`config.mk`:
```
export PLATFORM = sky130hd
export DESIGN_NAME = record_moving_average
export DESIGN_NICKNAME = d
export VERILOG_FILES = /design/src/hdl/rma_pkg.sv /design/src/hdl/rma_ram.sv /design/src/hdl/rma_ctrl.sv /design/src/hdl/rma_datapath.sv /design/src/hdl/record_moving_average.sv
export SDC_FILE = /design/constraint.sdc
export NUM_CORES = 1
export LEC_CHECK = 0
export ABC_CLOCK_PERIOD_IN_PS = 3200
export BUFFER_PORTS_ARGS = -buffer_cell sky130_fd_sc_hd__buf_2
export CORE_UTILIZATION = 40
export CTS_CLUSTER_DIAMETER = 30
export DETAILED_ROUTE_END_ITERATION = 10
export HOLD_SLACK_MARGIN = 0.08
export PLACE_DENSITY = 0.6
export SLEW_MARGIN = 20
export SYNTH_ARGS = -nofsm -noshare
export SYNTH_HDL_FRONTEND = slang
export SYNTH_HIERARCHICAL = 1
export SYNTH_SLANG_ARGS = --single-unit
export TNS_END_PERCENT = 1
```
`constraint.sdc`:
```
create_clock -name clk -period 3.2 [get_ports clk]
set_clock_uncertainty 0.2 [all_clocks]
set_input_delay 0.48 -clock clk [delete_from_list [all_inputs] [get_ports clk]]
set_output_delay 0.48 -clock clk [all_outputs]
set_load 0.05 [all_outputs]
```
`src/hdl/rma_pkg.sv`:
```
// ----------------------------------------------------------------------------
// rma_pkg: shared types and constants of the record moving average
// Sample width, divider step count, controller states and the command and
// status groups exchanged between controller and datapath.
// ----------------------------------------------------------------------------
package rma_pkg;

	localparam int MAX_WINDOW_DEF = 64;
	localparam int SAMPLE_W       = 8;
	localparam int WIN_W          = 7;
	// quotient never exceeds the sample range, so one bit per step
	localparam int DIV_STEPS      = SAMPLE_W;
	localparam int STEP_W         = $clog2(DIV_STEPS);

	typedef enum logic [1:0] {
		ST_IDLE,
		ST_DECIDE,
		ST_DIV,
		ST_OUT
	} state_t;

	typedef struct packed {
		logic accept;
		logic load_pass;
		logic div_start;
		logic div_step;
		logic div_finish;
		logic advance;
		logic rec_end;
	} ctrl_cmd_t;

	typedef struct packed {
		logic pend_zero;
		logic pass_mode;
		logic div_ready;
	} dp_status_t;

endpackage

```
`src/hdl/rma_ram.sv`:
```
// ----------------------------------------------------------------------------
// rma_ram: generic single-write, single-read memory
// One write port and one read port with registered read data.
// ----------------------------------------------------------------------------
module rma_ram #(
	parameter int WIDTH = 8,
	parameter int DEPTH = 64
) (
	input  logic                     clk,
	input  logic                     we,
	input  logic [$clog2(DEPTH)-1:0] waddr,
	input  logic [WIDTH-1:0]         wdata,
	input  logic                     re,
	input  logic [$clog2(DEPTH)-1:0] raddr,
	output logic [WIDTH-1:0]         rdata
);

	logic [WIDTH-1:0] mem_q [DEPTH];

	always_ff @(posedge clk) begin
		if (we) begin
			mem_q[waddr] <= wdata;
		end
		if (re) begin
			rdata <= mem_q[raddr];
		end
	end

endmodule

```
`src/hdl/rma_ctrl.sv`:
```
// ----------------------------------------------------------------------------
// rma_ctrl: sequencer of the record moving average
// Takes one item, then emits its pending points one at a time, through the
// shared divider or passed straight through, and the output register.
// ----------------------------------------------------------------------------
module rma_ctrl (
	input  logic               clk,
	input  logic               arst_n,
	input  logic               s_tvalid,
	output logic               s_tready,
	output logic               m_tvalid,
	input  logic               m_tready,
	input  rma_pkg::dp_status_t stat,
	output rma_pkg::ctrl_cmd_t  cmd
);

	rma_pkg::state_t                state_q;
	rma_pkg::state_t                state_nxt;
	logic [rma_pkg::STEP_W-1:0]     step_q;
	logic                           step_last;
	logic                           emit_any;

	assign step_last = (step_q == rma_pkg::STEP_W'(rma_pkg::DIV_STEPS - 1));
	assign emit_any  = !stat.pend_zero && (stat.pass_mode || stat.div_ready);

	always_ff @(posedge clk or negedge arst_n) begin
		if (!arst_n) begin
			state_q <= rma_pkg::ST_IDLE;
			step_q  <= '0;
		end else begin
			state_q <= state_nxt;
			if (state_q == rma_pkg::ST_DIV) begin
				step_q <= step_q + rma_pkg::STEP_W'(1);
			end else begin
				step_q <= '0;
			end
		end
	end

	always_comb begin
		state_nxt = state_q;
		unique case (state_q)
			rma_pkg::ST_IDLE: begin
				if (s_tvalid) begin
					state_nxt = rma_pkg::ST_DECIDE;
				end
			end
			rma_pkg::ST_DECIDE: begin
				if (!emit_any) begin
					state_nxt = rma_pkg::ST_IDLE;
				end else if (stat.pass_mode) begin
					state_nxt = rma_pkg::ST_OUT;
				end else begin
					state_nxt = rma_pkg::ST_DIV;
				end
			end
			rma_pkg::ST_DIV: begin
				if (step_last) begin
					state_nxt = rma_pkg::ST_OUT;
				end
			end
			rma_pkg::ST_OUT: begin
				if (m_tready) begin
					state_nxt = rma_pkg::ST_DECIDE;
				end
			end
			default: state_nxt = rma_pkg::ST_IDLE;
		endcase
	end

	always_comb begin
		s_tready       = (state_q == rma_pkg::ST_IDLE);
		m_tvalid       = (state_q == rma_pkg::ST_OUT);
		cmd.accept     = (state_q == rma_pkg::ST_IDLE) && s_tvalid;
		cmd.load_pass  = (state_q == rma_pkg::ST_DECIDE) && emit_any && stat.pass_mode;
		cmd.div_start  = (state_q == rma_pkg::ST_DECIDE) && emit_any && !stat.pass_mode;
		cmd.div_step   = (state_q == rma_pkg::ST_DIV);
		cmd.div_finish = (state_q == rma_pkg::ST_DIV) && step_last;
		cmd.advance    = (state_q == rma_pkg::ST_OUT) && m_tready;
		// nothing left to emit for this item; the record ends if it was the last
		cmd.rec_end    = (state_q == rma_pkg::ST_DECIDE) && !emit_any;
	end

	a_one_side: assert property (@(posedge clk) disable iff (!arst_n)
		!(s_tready && m_tvalid))
		else $error("input and output handshakes open at once");

	a_div_to_out: assert property (@(posedge clk) disable iff (!arst_n)
		(state_q == rma_pkg::ST_DIV && step_last) |=> m_tvalid)
		else $error("divider finished without presenting a result");

endmodule

```
`src/hdl/rma_datapath.sv`:
```
// ----------------------------------------------------------------------------
// rma_datapath: sample ring, sliding sum and divider
// Keeps the sum and count of the window of the next point, the ring of recent
// samples, and an eight-step restoring divider for the rounded mean.
// ----------------------------------------------------------------------------
module rma_datapath #(
	parameter int MAX_WINDOW = rma_pkg::MAX_WINDOW_DEF
) (
	input  logic                          clk,
	input  logic                          arst_n,
	input  logic                          cfg_valid,
	input  logic [rma_pkg::WIN_W-1:0]     cfg_data,
	input  logic [rma_pkg::SAMPLE_W-1:0]  sample,
	input  logic                          last_in,
	input  rma_pkg::ctrl_cmd_t            cmd,
	output rma_pkg::dp_status_t           stat,
	output logic [rma_pkg::SAMPLE_W-1:0]  smoothed,
	output logic                          last_out
);

	localparam int AW = $clog2(MAX_WINDOW);
	localparam int CW = $clog2(MAX_WINDOW + 2);
	localparam int SW = rma_pkg::SAMPLE_W + $clog2(MAX_WINDOW);
	localparam int DW = SW + 1;
	localparam int QW = rma_pkg::DIV_STEPS - 1;

	logic [rma_pkg::WIN_W-1:0]    window_q;
	logic                         rec_start_q;
	logic [CW-1:0]                h_q;
	logic [CW-1:0]                pend_q;
	logic [CW-1:0]                emit_pos_q;
	logic [CW-1:0]                cnt_q;
	logic [SW-1:0]                sum_q;
	logic [AW-1:0]                wr_q;
	logic [AW-1:0]                sub_ptr_q;
	logic [rma_pkg::SAMPLE_W-1:0] sample_q;
	logic                         last_q;
	logic [DW-1:0]                rem_q;
	logic [DW-1:0]                dsh_q;
	logic [QW-1:0]                quo_q;

	logic [8:0]                   win_ext;
	logic [8:0]                   win_clip;
	logic [CW-1:0]                h_new;
	logic [AW-1:0]                sub_init;
	logic [AW-1:0]                wr_nxt;
	logic [AW-1:0]                sub_nxt;
	logic [rma_pkg::SAMPLE_W-1:0] ram_rdata;
	logic                         ge;
	logic                         last_pt;

	assign win_ext  = {2'b00, window_q};
	assign win_clip = (win_ext > 9'(MAX_WINDOW)) ? 9'(MAX_WINDOW) : win_ext;
	assign h_new    = CW'(win_clip >> 1);

	// ring slot of position -h, so that it reaches position 1 as point h+1 leaves
	assign sub_init = (wr_q >= AW'(h_new)) ? (wr_q - AW'(h_new))
		: AW'({1'b0, wr_q} + (AW+1)'(MAX_WINDOW) - {1'b0, AW'(h_new)});
	assign wr_nxt   = (wr_q == AW'(MAX_WINDOW - 1)) ? '0 : wr_q + AW'(1);
	assign sub_nxt  = (sub_ptr_q == AW'(MAX_WINDOW - 1)) ? '0 : sub_ptr_q + AW'(1);

	assign ge      = (rem_q >= dsh_q);
	assign last_pt = last_q && (pend_q == CW'(1));

	assign stat.pend_zero = (pend_q == '0);
	assign stat.pass_mode = (h_q == '0) || (emit_pos_q == '0);
	assign stat.div_ready = last_q || (pend_q >= h_q);

	rma_ram #(
		.WIDTH (rma_pkg::SAMPLE_W),
		.DEPTH (MAX_WINDOW)
	) u_ring (
		.clk   (clk),
		.we    (cmd.accept),
		.waddr (wr_q),
		.wdata (sample),
		.re    (cmd.div_start),
		.raddr (sub_ptr_q),
		.rdata (ram_rdata)
	);

	always_ff @(posedge clk or negedge arst_n) begin
		if (!arst_n) begin
			window_q    <= '0;
			rec_start_q <= 1'b1;
			h_q         <= '0;
			pend_q      <= '0;
			emit_pos_q  <= '0;
			cnt_q       <= '0;
			sum_q       <= '0;
			wr_q        <= '0;
			sub_ptr_q   <= '0;
		end else begin
			if (cfg_valid) begin
				window_q <= cfg_data;
			end
			if (cmd.accept) begin
				wr_q <= wr_nxt;
				if (rec_start_q) begin
					rec_start_q <= 1'b0;
					h_q         <= h_new;
					pend_q      <= CW'(1);
					emit_pos_q  <= '0;
					cnt_q       <= '0;
					sum_q       <= '0;
					sub_ptr_q   <= sub_init;
				end else begin
					pend_q <= pend_q + CW'(1);
					cnt_q  <= cnt_q + CW'(1);
					sum_q  <= sum_q + SW'(sample);
				end
			end else if (cmd.advance) begin
				pend_q    <= pend_q - CW'(1);
				sub_ptr_q <= sub_nxt;
				if (emit_pos_q != CW'(MAX_WINDOW + 1)) begin
					emit_pos_q <= emit_pos_q + CW'(1);
				end
				// lower window edge moves past position 1
				if (emit_pos_q > h_q) begin
					sum_q <= sum_q - SW'(ram_rdata);
					cnt_q <= cnt_q - CW'(1);
				end
			end else if (cmd.rec_end && last_q) begin
				rec_start_q <= 1'b1;
			end
		end
	end

	always_ff @(posedge clk) begin
		if (cmd.accept) begin
			sample_q <= sample;
			last_q   <= last_in;
		end
		// rounded mean as floor((2*sum + n) / (2*n)), one quotient bit per step
		if (cmd.div_start) begin
			rem_q <= {sum_q, 1'b0} + DW'(cnt_q);
			dsh_q <= DW'({cnt_q, 1'b0}) << (rma_pkg::DIV_STEPS - 1);
			quo_q <= '0;
		end else if (cmd.div_step) begin
			rem_q <= ge ? (rem_q - dsh_q) : rem_q;
			dsh_q <= dsh_q >> 1;
			quo_q <= {quo_q[QW-2:0], ge};
		end
		if (cmd.load_pass) begin
			smoothed <= sample_q;
			last_out <= last_pt;
		end else if (cmd.div_finish) begin
			smoothed <= {quo_q, ge};
			last_out <= last_pt;
		end
	end

	a_div_count: assert property (@(posedge clk) disable iff (!arst_n)
		cmd.div_start |-> (cnt_q != '0))
		else $error("division started on an empty window");

	a_pend_bound: assert property (@(posedge clk) disable iff (!arst_n)
		pend_q <= h_q + CW'(1))
		else $error("pending points exceed the half window");

endmodule

```
`src/hdl/record_moving_average.sv`:
```
// ----------------------------------------------------------------------------
// record_moving_average: box smoothing of a record of 8-bit samples
// Streams a record in, returns each point as the rounded mean of its window.
// ----------------------------------------------------------------------------
// One item is taken at a time. An item that yields one point goes through
// accept, decide, the divider steps, output and decide again, and waits at
// output for any output stall; a pass-through point skips the divider. The
// last item of a record flushes up to window_size/2 points. The restoring
// divider yields one quotient bit per cycle.
// window_size is taken at the first item of each record; values above
// MAX_WINDOW act as MAX_WINDOW, and 0 or 1 pass every sample through.
// ----------------------------------------------------------------------------
module record_moving_average #(
	parameter int MAX_WINDOW = rma_pkg::MAX_WINDOW_DEF
) (
	input  logic                         clk,
	input  logic                         arst_n,
	input  logic                         cfg_valid,
	output logic                         cfg_ready,
	input  logic [rma_pkg::WIN_W-1:0]    cfg_data,      // window_size
	input  logic                         s_tvalid,
	output logic                         s_tready,
	input  logic [rma_pkg::SAMPLE_W-1:0] s_tdata,       // sample
	input  logic                         s_tlast,
	output logic                         m_tvalid,
	input  logic                         m_tready,
	output logic [rma_pkg::SAMPLE_W-1:0] m_tdata,       // smoothed
	output logic                         m_tlast
);

	rma_pkg::ctrl_cmd_t  cmd;
	rma_pkg::dp_status_t stat;

	assign cfg_ready = 1'b1;

	rma_ctrl u_ctrl (
		.clk      (clk),
		.arst_n   (arst_n),
		.s_tvalid (s_tvalid),
		.s_tready (s_tready),
		.m_tvalid (m_tvalid),
		.m_tready (m_tready),
		.stat     (stat),
		.cmd      (cmd)
	);

	rma_datapath #(
		.MAX_WINDOW (MAX_WINDOW)
	) u_dp (
		.clk       (clk),
		.arst_n    (arst_n),
		.cfg_valid (cfg_valid),
		.cfg_data  (cfg_data),
		.sample    (s_tdata),
		.last_in   (s_tlast),
		.cmd       (cmd),
		.stat      (stat),
		.smoothed  (m_tdata),
		.last_out  (m_tlast)
	);

endmodule

```
**After elaboration in Yosys (flattened, before gate mapping)**

Memories as Yosys holds them, arrays and structs flattened. A register that Yosys moved wholly into a read port is not among the register bits.
Cells that the tools add are included.

- RAM bits: 512
- Memories: 1
- Register bits: 122
- Word-level logic and storage cells: 130

- Reduce and logical (&&, ||, !) cells: 34
- Add/sub/neg operators: 15
- Eq/ne operators: 13
- $lt $le $gt $ge: 5
- Muxes and demuxes: 43

Memory list:

| name | depth | bits a word | rd ports | clocked after memory_dff | wr ports | line | RTL |
|---|---|---|---|---|---|---|---|
| u_dp.u_ring.mem_q | 64 | 8 | 1 | 1 | 1 | rma_ram.sv:18 | `logic [WIDTH-1:0] mem_q [DEPTH];` |

Operators by type and width:

| kind | count |
|---|---|
| $mux W7 | 12 |
| $mux W15 | 5 |
| $mux W14 | 4 |
| $mux W6 | 6 |
| $add A7 B1 Y7 const B | 3 |
| $logic_not A7 Y1 | 3 |
| $add A6 B1 Y6 const B | 3 |
| $mux W8 | 2 |
| $add A15 B7 Y15 | 1 |
| $ge A15 B15 Y1 | 1 |
| $sub A15 B15 Y15 | 1 |
| $add A14 B8 Y14 | 1 |
| $reduce_bool A2 Y1 | 7 |
| $sub A14 B8 Y14 | 1 |
| $sub A7 B1 Y7 const B | 2 |
| $eq A6 B6 Y1 const B | 2 |
| $sub A6 B6 Y6 | 2 |
| $logic_and A1 B1 Y1 | 10 |
| $reduce_and A2 Y1 | 5 |
| $mux W1 | 8 |
| $mux W2 | 4 |
| $ne A2 B1 Y1 const B | 4 |
| $pmux W2 S4 | 1 |
| $eq A7 B1 Y1 const B | 1 |
| 15 further kinds | 21 |

**Depth between registers and ports, before layout**

Gate-level depths: netlist of run 1.

- Depth after elaboration: 10
- Mapped depth: 15

**By module**

Netlist of run 1, hierarchy kept.

Modules (own cells, without submodules):

| module | seq. area each (um^2) | cells each | area an instance (um^2) | times used |
|---|---|---|---|---|
| rma_ram | 15615.0 | 940 | 20246.9 | 1 |
| rma_datapath | 3004.1 | 815 | 7681.1 | 1 |
| rma_ctrl | 125.1 | 36 | 365.4 | 1 |
| record_moving_average | 0.0 | 2 | 11.3 | 1 |

**Least setup slack after synthesis of run 1**

Ideal clock, no wire load.

- Path kind: reg-to-reg
- Start: register u_dp.pend_q[0]
- End: register u_dp.rem_q[0], enable pin
- Setup time: 0.364 ns
- Data required time: 2.636 ns
- Cell stages (with the launch flop): 16
- Setup slack: -0.223 ns
- Period minus slack after synthesis: 3.423 ns
- Arrival: 2.859 ns
- Path through: dfrtp_1 > inv_1 > ha_1 > nand2b_1 > a21oi_1 > nor2b_1 > o21ai_0 > a21oi_1 > or4_1 > o21ba_2 > nand2_1 > nor2_1 > clkbuf_1 > clkbuf_1 > a21oi_1 > o31ai_1

RTL lines:

| element | line | RTL |
|---|---|---|
| start, declared | rma_datapath.sv:30 | `logic [CW-1:0] pend_q;` |
| start signal, assigned | rma_datapath.sv:108 | `pend_q <= pend_q + CW'(1);` |
| start signal, assigned | rma_datapath.sv:113 | `pend_q <= pend_q - CW'(1);` |
| end signal, assigned | rma_datapath.sv:136 | `rem_q <= {sum_q, 1'b0} + DW'(cnt_q);` |
| end signal, assigned | rma_datapath.sv:140 | `rem_q <= ge ? (rem_q - dsh_q) : rem_q;` |
| end, declared | rma_datapath.sv:38 | `logic [DW-1:0] rem_q;` |

==> results of run 1 <==
[area by class of cell]
class | count | area share [%]
Sequential cell | 640 | 53.3
Inverter | 59 | 0.630
Clock inverter | 89 | 3.04
Timing Repair Buffer | 199 | 4.59
Multi-Input combinational cell | 1010 | 25.5
Tap cell | 940 | 3.35
Clock buffer | 148 | 9.56
[per-stage QoR]
step | TNS (ns) | instance area, um2 | hold WS, ns
floorplan | -0.251 | 28300 | -0.0156
global placement | -0.159 | 30400 | 0.221
detailed placement | 0 | 30400 | 0.234
CTS | 0 | 35000 | 0.0821
global route | 0 | 35200 | 0.133
finish | 0 | 35200 | 0.128
[registers in the layout, summed over array words and instances (netlist names), 3 cells and up]
| register | cells |
|---|---|
| u_dp/sum_q | 14 |
| u_dp/cnt_q | 7 |
| u_dp/wr_q | 6 |
| u_dp/dsh_q | 15 |
| u_dp/sample_q | 8 |
| u_dp/pend_q | 7 |
| u_dp/emit_pos_q | 7 |
| u_ctrl/step_q | 3 |
| u_dp/window_q | 6 |
| u_dp/quo_q | 7 |
| u_dp/sub_ptr_q | 6 |
| u_dp/h_q | 6 |
| u_dp/rem_q | 15 |
| u_dp/u_ring/mem_q | 512 |
| u_dp/u_ring/rdata | 8 |
| u_dp/smoothed | 8 |
[synth_stat cells, types with 8 or more instances]
library cell,n,share of area (%)
edfxtp_1,560,59
nor2_1,151,2.0
mux4_2,126,10
ha_1,73,3.2
nand2_1,68,0.90
dfrtp_1,64,5.7
a21oi_1,60,1.1
inv_1,59,0.78
mux2i_1,49,1.7
o21ai_0,47,0.83
clkbuf_1,45,0.60
xnor2_1,42,1.3
nand3_1,34,0.60
mux2_2,27,1.1
nor2b_1,26,0.57
nor3_1,25,0.44
nand2b_1,24,0.53
o22ai_1,19,0.42
xor2_1,18,0.56
dfxtp_1,15,1.1
buf_2,14,0.25
buf_4,14,0.37
and2_1,13,0.29
o31ai_1,13,0.34
nand4_1,12,0.27
a211oi_1,11,0.29
a31oi_1,11,0.24
o21a_1,10,0.27
o221ai_1,10,0.31
or3_1,10,0.22
or4_1,9,0.24
a21o_1,8,0.21
[kinds of logic after synthesis]
| kind of cell | share of synthesized area [%] |
|---|---|
| buffers and inverters | 2.39 |
| AOI/OAI and AO/OA | 6.12 |
| xor gates and xnor gates | 1.86 |
| DFF | 66.2 |
| muxes | 12.8 |
| other | 0.0132 |
| and+or+nand+nor | 6.98 |
| adders and majority gates | 3.58 |
[power groups by stage]
stage                     clock (mW)  sequential [mW]  combinational [mW]
after floorplan                    0             10.8                7.85
after global placement             0             11.2                10.6
after detailed placement           0             11.2                10.8
after CTS                       13.6             11.1                10.9
after global routing            14.0             11.2                12.2
final                           13.4             11.1                11.2
[routing by layer]
| metal | up-vias | routed length, um | global-route usage (%) |
|---|---|---|---|
| li1 | 7587 | - | - |
| met5 | - | 0 | 0 |
| met1 | 8681 | 30600 | 27.1 |
| met2 | 519 | 31800 | 30.2 |
| met3 | 131 | 4290 | 4.23 |
| met4 | 0 | 2050 | 8.69 |
[final timing paths]
check,startpoint,to,cells after the start
setup / recovery,u_dp/h_q[0],u_dp/rem_q[0],12
hold / removal,arst_n,u_dp/window_q[2],2
setup reg to reg,u_dp/h_q[0],u_dp/rem_q[0],12
hold reg to reg,u_ctrl/step_q[0],u_ctrl/step_q[0],1
max in group asynchronous,arst_n,u_dp/sub_ptr_q[0],3
min in group clk,s_tdata[0],u_dp/sum_q[0],4
[repair_timing]
| item | in CTS | in global routing |
|---|---|---|
| resized for setup | 1 | 12 |
| setup buffers | 0 | 2 |
| endpoints found under the setup margin | 1 | 33 |
| pin swaps | 0 | 1 |
| hold buffers | 19 | 0 |
| hold endpoints to repair | 77 | 0 |
| gates cloned | 0 | 4 |
==> results.json, run 1 <==
{
  "status": "complete, no violations",
  "synth_nets": 1892,
  "routedWlPerCell_um": 22.3,
  "grt_max_degree": 66,
  "drive_above_1_share_pct": 26.5,
  "crit_arrival_ns": 3.23,
  "cts_tree": "done",
  "path_class": "reg -> reg",
  "drtIter0Drc": 1562,
  "antennaDiodeCount": 0,
  "pwr-share-clk_pct": 37.6,
  "overflow": 0,
  "pre_cts_ws_ns": 0.0167,
  "grt_pass1_vias": 17300,
  "drv_cap": 0,
  "rsz0062_at_grt": "no",
  "drtAntennaViolNets": 0,
  "final_cells": 3085,
  "switching_share_pct": 33.1,
  "synthCells": 1793,
  "syn_to_final_growth_pct": 24.2,
  "syn_avg_cell_area_um2": 15.8,
  "syn_area_um2": 28300,
  "peakVddDrop_mv": 0.480,
  "fin_ws_ns": 0.179,
  "internal_power_mw": 23.9,
  "final_common_cell": "edfxtp_1",
  "finalMaxSlewViolations": 0,
  "htreeDepth": 4,
  "crit_chain": "ha_1 -> nand2b_1 -> a21oi_1 -> nor2b_1 -> o21ai_1 -> a21oi_1 -> or4_1 -> o21ba_2 -> nand2_2 -> nor2_4 -> a21oi_4 -> o31ai_4",
  "cp_slowest_cell": "dfrtp_1",
  "period_minus_slack_ns": 3.02,
  "r2r_slack_ns": 0.18,
  "cts_root_buf": "clkbuf_16",
  "placed_cells": 2824,
  "pwr-share-comb_pct": 31.4,
  "clkSlewWorstSetupHoldPaths_ns": 0.04,
  "die_area_um2": 71800,
  "nets": 2139,
  "p_leak_nw": 12.4,
  "fillers": 5819,
  "hold_viol": 0,
  "clock_latency_ns": 0.72,
  "core-area_um2": 70000,
  "path_max_fanout": 8,
  "worst-path-buf-inv": 0,
  "vias": 16900,
  "grt_pass1_wl_um": 105000,
  "drtPass1Iterations": 5,
  "multi_input_area_um2": 8960,
  "clock_path_buffers": 3,
  "seq_area_um2": 18800,
  "finalSetupViolations": 0,
  "crit_path_end_kind": "flop",
  "ys_seq_area_share_pct": 66.2,
  "layout_common_cells": "560 x edfxtp_1, 149 x nor2_1, 139 x buf_4",
  "die_x_um": 268,
  "power_density_nw_per_um2": 1020,
  "yosys.cell_types.count": 77,
  "die_h_um": 268,
  "fmax_ghz": 0.331,
  "vias_per_cell": 5.48,
  "num_rows": 97,
  "post-route-period-util_pct": 94.4,
  "antenna_found_initial": 2,
  "grt_use_total_pct": 19.7,
  "cpPeakStageDelay_ns": 0.39,
  "crit_path_start_kind": "flop",
  "slew_headroom_pct": 47.7,
  "hpwl_um": 44100,
  "crit_top_cell": "a21oi_1",
  "drc": 0,
  "async_flop_share_pct": 10.2,
  "synth-edff-count": 560,
  "path_delay_family": "compound AO/OA/AOI/OAI gates",
  "routed_wl_um": 68700,
  "fin_util_pct": 50.2,
  "critPathRequiredTime_ns": 3.41,
  "numPortBuffers": 30,
  "p_seq_share_pct": 31.0,
  "tightest_slew_ns": 0.784,
  "io_pins": 33,
  "ys_ff_latch": 640,
  "hp-class": "in -> async",
  "gp_congestion": 0.880,
  "cts_buffers": 130,
  "clkSinkCount": 640,
  "start_util_pct": 40.4,
  "power_mw": 35.7,
  "ys.flop_type": "edfxtp_1",
  "ys_warn_count": 6,
  "netSwitchingPower_mw": 11.8
}
Note: power is estimated with default switching activity, not from simulation.
==> run 2: changes to the inputs <==
--- a/config.mk
+++ b/config.mk
@@ -5,13 +5,14 @@
 export SDC_FILE = /design/constraint.sdc
 export NUM_CORES = 1
 export LEC_CHECK = 0
-export ABC_CLOCK_PERIOD_IN_PS = 3200
+export ABC_AREA = 1
+export ABC_CLOCK_PERIOD_IN_PS = 3500
 export BUFFER_PORTS_ARGS = -buffer_cell sky130_fd_sc_hd__buf_2
 export CORE_UTILIZATION = 40
 export CTS_CLUSTER_DIAMETER = 30
 export DETAILED_ROUTE_END_ITERATION = 10
 export HOLD_SLACK_MARGIN = 0.08
-export PLACE_DENSITY = 0.6
+export PLACE_DENSITY = 0.58
 export SLEW_MARGIN = 20
 export SYNTH_ARGS = -nofsm -noshare
 export SYNTH_HDL_FRONTEND = slang
==> constraint.sdc (replaced) <==
create_clock -name clk -period 3.5 [get_ports clk]
set_clock_uncertainty 0.2 [all_clocks]
set_input_delay 0.525 -clock clk [delete_from_list [all_inputs] [get_ports clk]]
set_output_delay 0.525 -clock clk [all_outputs]
set_load 0.05 [all_outputs]
==> results.json, run 2 <==
{
  "drv_cap": 0,
  "drtAntennaViolNets": 0,
  "numPortBuffers": 31,
  "cts_tree": "done",
  "status": "complete, no violations",
  "die_h_um": 276,
  "ys_ff_latch": 641,
  "drtIter0Drc": 1966,
  "cts_setup_buffers": 0,
  "regMostFlops": "u_dp/u_ring/mem_q",
  "io_pins": 33,
  "fin_hold_ws_ns": 0.203,
  "antenna_found_initial": 1,
  "path_max_fanout": 36,
  "syn_to_final_growth_pct": 19.7,
  "hold_viol": 0,
  "finalMaxSlewViolations": 0,
  "largestRegisters": "u_dp/u_ring/mem_q: 512 flops, u_dp/dsh_q: 15 flops, u_dp/rem_q: 15 flops",
  "start_util_pct": 40.4,
  "grt_use_total_pct": 21.3,
  "fmax_ghz": 0.318,
  "htreeDepth": 4,
  "num_rows": 100,
  "grt_pass1_wl_um": 125000,
  "crit_chain": "bufinv_8 -> ha_1 -> nand2_1 -> inv_1 -> buf_4 -> inv_4 -> buf_4 -> nand2_4 -> inv_2 -> o21ai_0 -> o21ai_0",
  "synth_nets": 3055,
  "overflow": 0,
  "peakVddDrop_mv": 0.658,
  "core-area_um2": 74400,
  "pwr-share-clk_pct": 36.4,
  "multi_input_area_um2": 9580,
  "crit_path_start_kind": "flop",
  "ys_warn_count": 6,
  "cts_root_buf": "clkbuf_16",
  "cpPeakStageDelay_ns": 0.41,
  "placed_cells": 3912,
  "vias_per_cell": 5.29,
  "slew_headroom_pct": 25.7,
  "hpwl_um": 51200,
  "yosysTopAreaCell": "edfxtp_1",
  "drtPass1Iterations": 6,
  "setup_tns_ns": 0,
  "tightest_slew_ns": 1.11,
  "drive_above_1_share_pct": 11.9,
  "rsz0062_at_grt": "no",
  "routedWlPerCell_um": 19.4,
  "vias": 22100,
  "grt_pass1_vias": 21600,
  "ys.flop_type": "edfxtp_1",
  "p_seq_share_pct": 29.2,
  "finalSetupViolations": 0,
  "antennaDiodeCount": 0,
  "post-route-period-util_pct": 89.8,
  "internal_power_mw": 21.2,
  "layout_common_cells": "950 x nand2_1, 560 x edfxtp_1, 519 x nand3_1",
  "final_common_cell": "nand2_1",
  "synthCells": 2956,
  "async_flop_share_pct": 10.3,
  "clkSlewWorstSetupHoldPaths_ns": 0.05,
  "clock_latency_ns": 0.72,
  "crit_path_end_kind": "flop",
  "grt_max_degree": 197,
  "synth.top_cell.area_share_pct": 56.0,
  "nets": 3199,
  "synth_most_common_cell": "nand2_1",
  "yosys.cell_types.count": 58,
  "synth-edff-count": 560,
  "p_leak_nw": 14.3,
  "synth_commonest_cells": "950 x nand2_1, 560 x edfxtp_1, 519 x nand3_1",
  "seq_area_um2": 18800,
  "largest_register_ffs": 512,
  "gp_congestion": 0.942,
  "die_x_um": 276,
  "crit_arrival_ns": 3.51,
  "netSwitchingPower_mw": 13.0,
  "period_minus_slack_ns": 3.14,
  "pwr-share-comb_pct": 34.4,
  "power_density_nw_per_um2": 951,
  "clock_path_buffers": 3,
  "routed_wl_um": 81100,
  "syn_area_um2": 30100,
  "path_class": "reg -> reg",
  "ys_seq_area_share_pct": 62.5,
  "cts_buffers": 131,
  "hp-class": "in -> reg",
  "drc": 0,
  "final_cells": 4176,
  "synth.area.top_cells": "edfxtp_1 56%, nand2_1 12%, nand3_1 8.6%",
  "fillers": 6708,
  "fin_util_pct": 48.3,
  "cp_slowest_cell": "dfrtp_1",
  "critPathRequiredTime_ns": 3.86,
  "switching_share_pct": 37.9,
  "die_area_um2": 76200,
  "syn_avg_cell_area_um2": 10.2,
  "clkSinkCount": 641
}
[run 2: critical path: cells and delay by family, from the launching register on]
family	cells	cell delay, ns
AND/OR/NAND/NOR	2	0.49
AO/OA/AOI/OAI	2	0.26
flip-flops	1	0.41
adder cells (fa/ha/maj)	1	0.20
buffers and inverters	6	1.41
[run 2: final cells by class]
cell class,instances,share of cell area [%]
Sequential cell,641,52.2
Multi-Input combinational cell,1987,26.6
Clock buffer,155,9.65
Tap cell,969,3.37
Timing Repair Buffer,150,3.33
Clock inverter,85,2.79
Inverter,189,2.04
[run 2: per-stage QoR]
stage	cell area, um2	power, mW	setup slack, ns
finish	36000	34.2	0.357
global route	36000	36.2	0.178
CTS	36000	34.3	0.375
detailed placement	31300	21.7	0.399
global placement	31300	21.5	0.493
floorplan	30100	18.7	0.0459
[run 2: final timing paths]
check | from | to | slack [ns] | cells after the start
min in group asynchronous | arst_n | u_ctrl/state_q[1] | 0.34 | 2
max | u_ctrl/state_q[0] | u_dp/sum_q[8] | 0.36 | 11
min reg2reg | u_ctrl/step_q[0] | u_ctrl/step_q[0] | 0.24 | 1
max in group asynchronous | arst_n | u_dp/sub_ptr_q[0] | 1.98 | 2
max reg2reg | u_ctrl/state_q[0] | u_dp/sum_q[8] | 0.36 | 11
min | s_tdata[0] | u_dp/u_ring/mem_q[11][0] | 0.20 | 2
[run 2: metal layers]
| layer | share of wire, % | GRT usage [%] | up-vias |
|---|---|---|---|
| met5 | 0 | 0 | - |
| met4 | 2.7 | 8.37 | 0 |
| met3 | 5.9 | 3.70 | 154 |
| met2 | 49 | 35.3 | 737 |
| met1 | 43 | 27.8 | 10700 |
| li1 | - | - | 10500 |
[run 2: cell families after synthesis]
| family | synth area share [%] |
|---|---|
| AOI/OAI and AO/OA | 3.82 |
| buffers and inverters | 5.66 |
| DFF | 62.5 |
| xor gates and xnor gates | 0.554 |
| other | 0.0125 |
| muxes | 0.150 |
| adders and majority gates | 3.37 |
| and+or+nand+nor | 24.0 |
[run 2: what timing repair did]
| action | 4_1_cts | 5_1_grt |
|---|---|---|
| endpoints found under the setup margin | 0 | 0 |
| hold endpoints to repair | 75 | 0 |
| resized for setup | 0 | 0 |
| hold buffers | 24 | 0 |
[run 2: power by group through the flow]
stage	sequential, mW	combinational [mW]	clock [mW]
after CTS	9.97	11.7	12.7
after floorplan	9.71	8.95	0
final	9.99	11.8	12.5
after global placement	10.1	11.4	0
after global routing	10.1	13.1	13.1
after detailed placement	10.1	11.6	0
==> run 3: changes to the inputs <==
--- a/config.mk
+++ b/config.mk
@@ -7,12 +7,12 @@
 export LEC_CHECK = 0
 export ABC_AREA = 1
 export ABC_CLOCK_PERIOD_IN_PS = 3500
-export BUFFER_PORTS_ARGS = -buffer_cell sky130_fd_sc_hd__buf_2
 export CORE_UTILIZATION = 40
 export CTS_CLUSTER_DIAMETER = 30
 export DETAILED_ROUTE_END_ITERATION = 10
+export DONT_BUFFER_PORTS = 1
 export HOLD_SLACK_MARGIN = 0.08
-export PLACE_DENSITY = 0.58
+export PLACE_DENSITY = 0.57
 export SLEW_MARGIN = 20
 export SYNTH_ARGS = -nofsm -noshare
 export SYNTH_HDL_FRONTEND = slang
==> results.json, run 3 (synthesis gave the netlist of run 2 again) <==
{
  "fillers": 6728,
  "crit_arrival_ns": 3.18,
  "finalMaxSlewViolations": 0,
  "setup_tns_ns": 0,
  "core-area_um2": 74400,
  "path_max_fanout": 28,
  "drive_above_1_share_pct": 10.1,
  "vias_per_cell": 5.34,
  "fin_ws_ns": 0.499,
  "clock_latency_ns": 0.69,
  "crit_path_start_kind": "flop",
  "largest_register_ffs": 512,
  "power_mw": 33.3,
  "die_x_um": 276,
  "drtAntennaViolNets": 0,
  "cts_resized": 0,
  "hp-class": "in -> reg",
  "antenna_found_initial": 8,
  "num_rows": 100,
  "syn_to_final_growth_pct": 17.9,
  "grt_pass1_wl_um": 124000,
  "grt_pass1_vias": 21600,
  "cts_root_buf": "clkbuf_16",
  "clkSinkCount": 641,
  "overflow": 0,
  "fin_util_pct": 47.6,
  "routedWlPerCell_um": 19.5,
  "grt_max_degree": 197,
  "path_class": "reg -> reg",
  "start_util_pct": 40.4,
  "period_minus_slack_ns": 3.00,
  "gp_congestion": 0.895,
  "hpwl_um": 47300,
  "post-route-period-util_pct": 85.7,
  "routed_wl_um": 80000,
  "rsz0062_at_grt": "no",
  "pre_cts_ws_ns": 0.521,
  "clkSlewWorstSetupHoldPaths_ns": 0.05,
  "io_pins": 33,
  "cts_buffers": 119,
  "cts_tree": "done",
  "nets": 3120,
  "p_leak_nw": 13.9,
  "peakVddDrop_mv": 0.539,
  "finalSetupViolations": 0,
  "clock_path_buffers": 3,
  "final_common_cell": "nand2_1",
  "numPortBuffers": 0,
  "status": "complete, no violations",
  "hold_viol": 0,
  "critPathRequiredTime_ns": 3.67,
  "grt_use_total_pct": 20.8,
  "fmax_ghz": 0.333,
  "largestRegisters": "u_dp/u_ring/mem_q: 512 flops, u_dp/dsh_q: 15 flops, u_dp/rem_q: 15 flops",
  "drtIter0Drc": 2008,
  "drc": 0,
  "drtPass1Iterations": 6,
  "layout_common_cells": "950 x nand2_1, 560 x edfxtp_1, 519 x nand3_1",
  "regMostFlops": "u_dp/u_ring/mem_q",
  "tightest_slew_ns": 1.05,
  "drv_cap": 0,
  "die_h_um": 276,
  "slew_headroom_pct": 29.9,
  "crit_path_end_kind": "flop",
  "power_density_nw_per_um2": 940,
  "vias": 21900,
  "die_area_um2": 76200,
  "htreeDepth": 3
}
run 3: timing repair:
item                      in CTS  in global routing
hold endpoints to repair     599                  0
setup buffers                  0                  0
hold buffers                  30                  0
run 3: final cells by class:
| cell class | instances | area (um2) | share of cell area (%) |
|---|---|---|---|
| multi-input combinational | 1987 | 9580 | 27.0 |
| inverter | 189 | 733 | 2.07 |
| sequential | 641 | 18800 | 53.0 |
| timing repair buffer | 83 | 931 | 2.63 |
| clock inverter | 90 | 1080 | 3.04 |
| clock buffer | 134 | 3120 | 8.80 |
| tap | 969 | 1210 | 3.42 |
| antenna | 2 | 5.00 | 0.0141 |
run 3: metrics by stage:
stage                     hold WS (ns)  instances  area (um2)
after floorplan                 0.0294       2956       30100
after global placement          0.0416       3839       30800
after detailed placement        0.0419       3839       30800
after CTS                       0.0821       4093       35400
after global routing             0.125       4095       35400
final                            0.128       4095       35400
run 3: worst paths after layout:
path                            cells after the start                 to  slack (ns)             start
worst min-delay path                                5      u_dp/sum_q[1]        0.13        s_tdata[1]
worst min register to register                      1   u_ctrl/step_q[0]        0.23  u_ctrl/step_q[0]
max in group asynchronous                           2  u_dp/sub_ptr_q[1]        2.49            arst_n
worst max-delay path                               13     u_dp/dsh_q[13]        0.50    u_dp/pend_q[2]
worst max register to register                     13     u_dp/dsh_q[13]        0.50    u_dp/pend_q[2]
min in group asynchronous                           2      u_dp/cnt_q[6]        0.22            arst_n
run 3: metal layers:
| metal | track usage [%] | routed length, um | up-vias |
|---|---|---|---|
| met1 | 28.1 | 35300 | 10600 |
| met2 | 33.2 | 37100 | 726 |
| met4 | 8.72 | 2960 | 4 |
| li1 | - | - | 10400 |
| met5 | 0 | 27 | - |
| met3 | 3.60 | 4590 | 178 |
run 3: where the power goes:
| part | switching, mW | internal (mW) | total (mW) |
|---|---|---|---|
| Clock | 4.01 | 7.62 | 11.6 |
| Sequential | 0.689 | 9.19 | 9.88 |
| Combinational | 8.15 | 3.63 | 11.8 |
run 3: critical path, stage by stage (launching register included):
cell and delay [ns]:
dfrtp_1 0.48, ha_1 0.37, nand2_1 0.06, o21ai_0 0.16, nand4_1 0.11, o2111ai_1 0.13
inv_2 0.06, o21ai_1 0.15, nand3_1 0.09, inv_1 0.12, buf_4 0.34, nor2_1 0.10
inv_1 0.07, buf_4 0.25
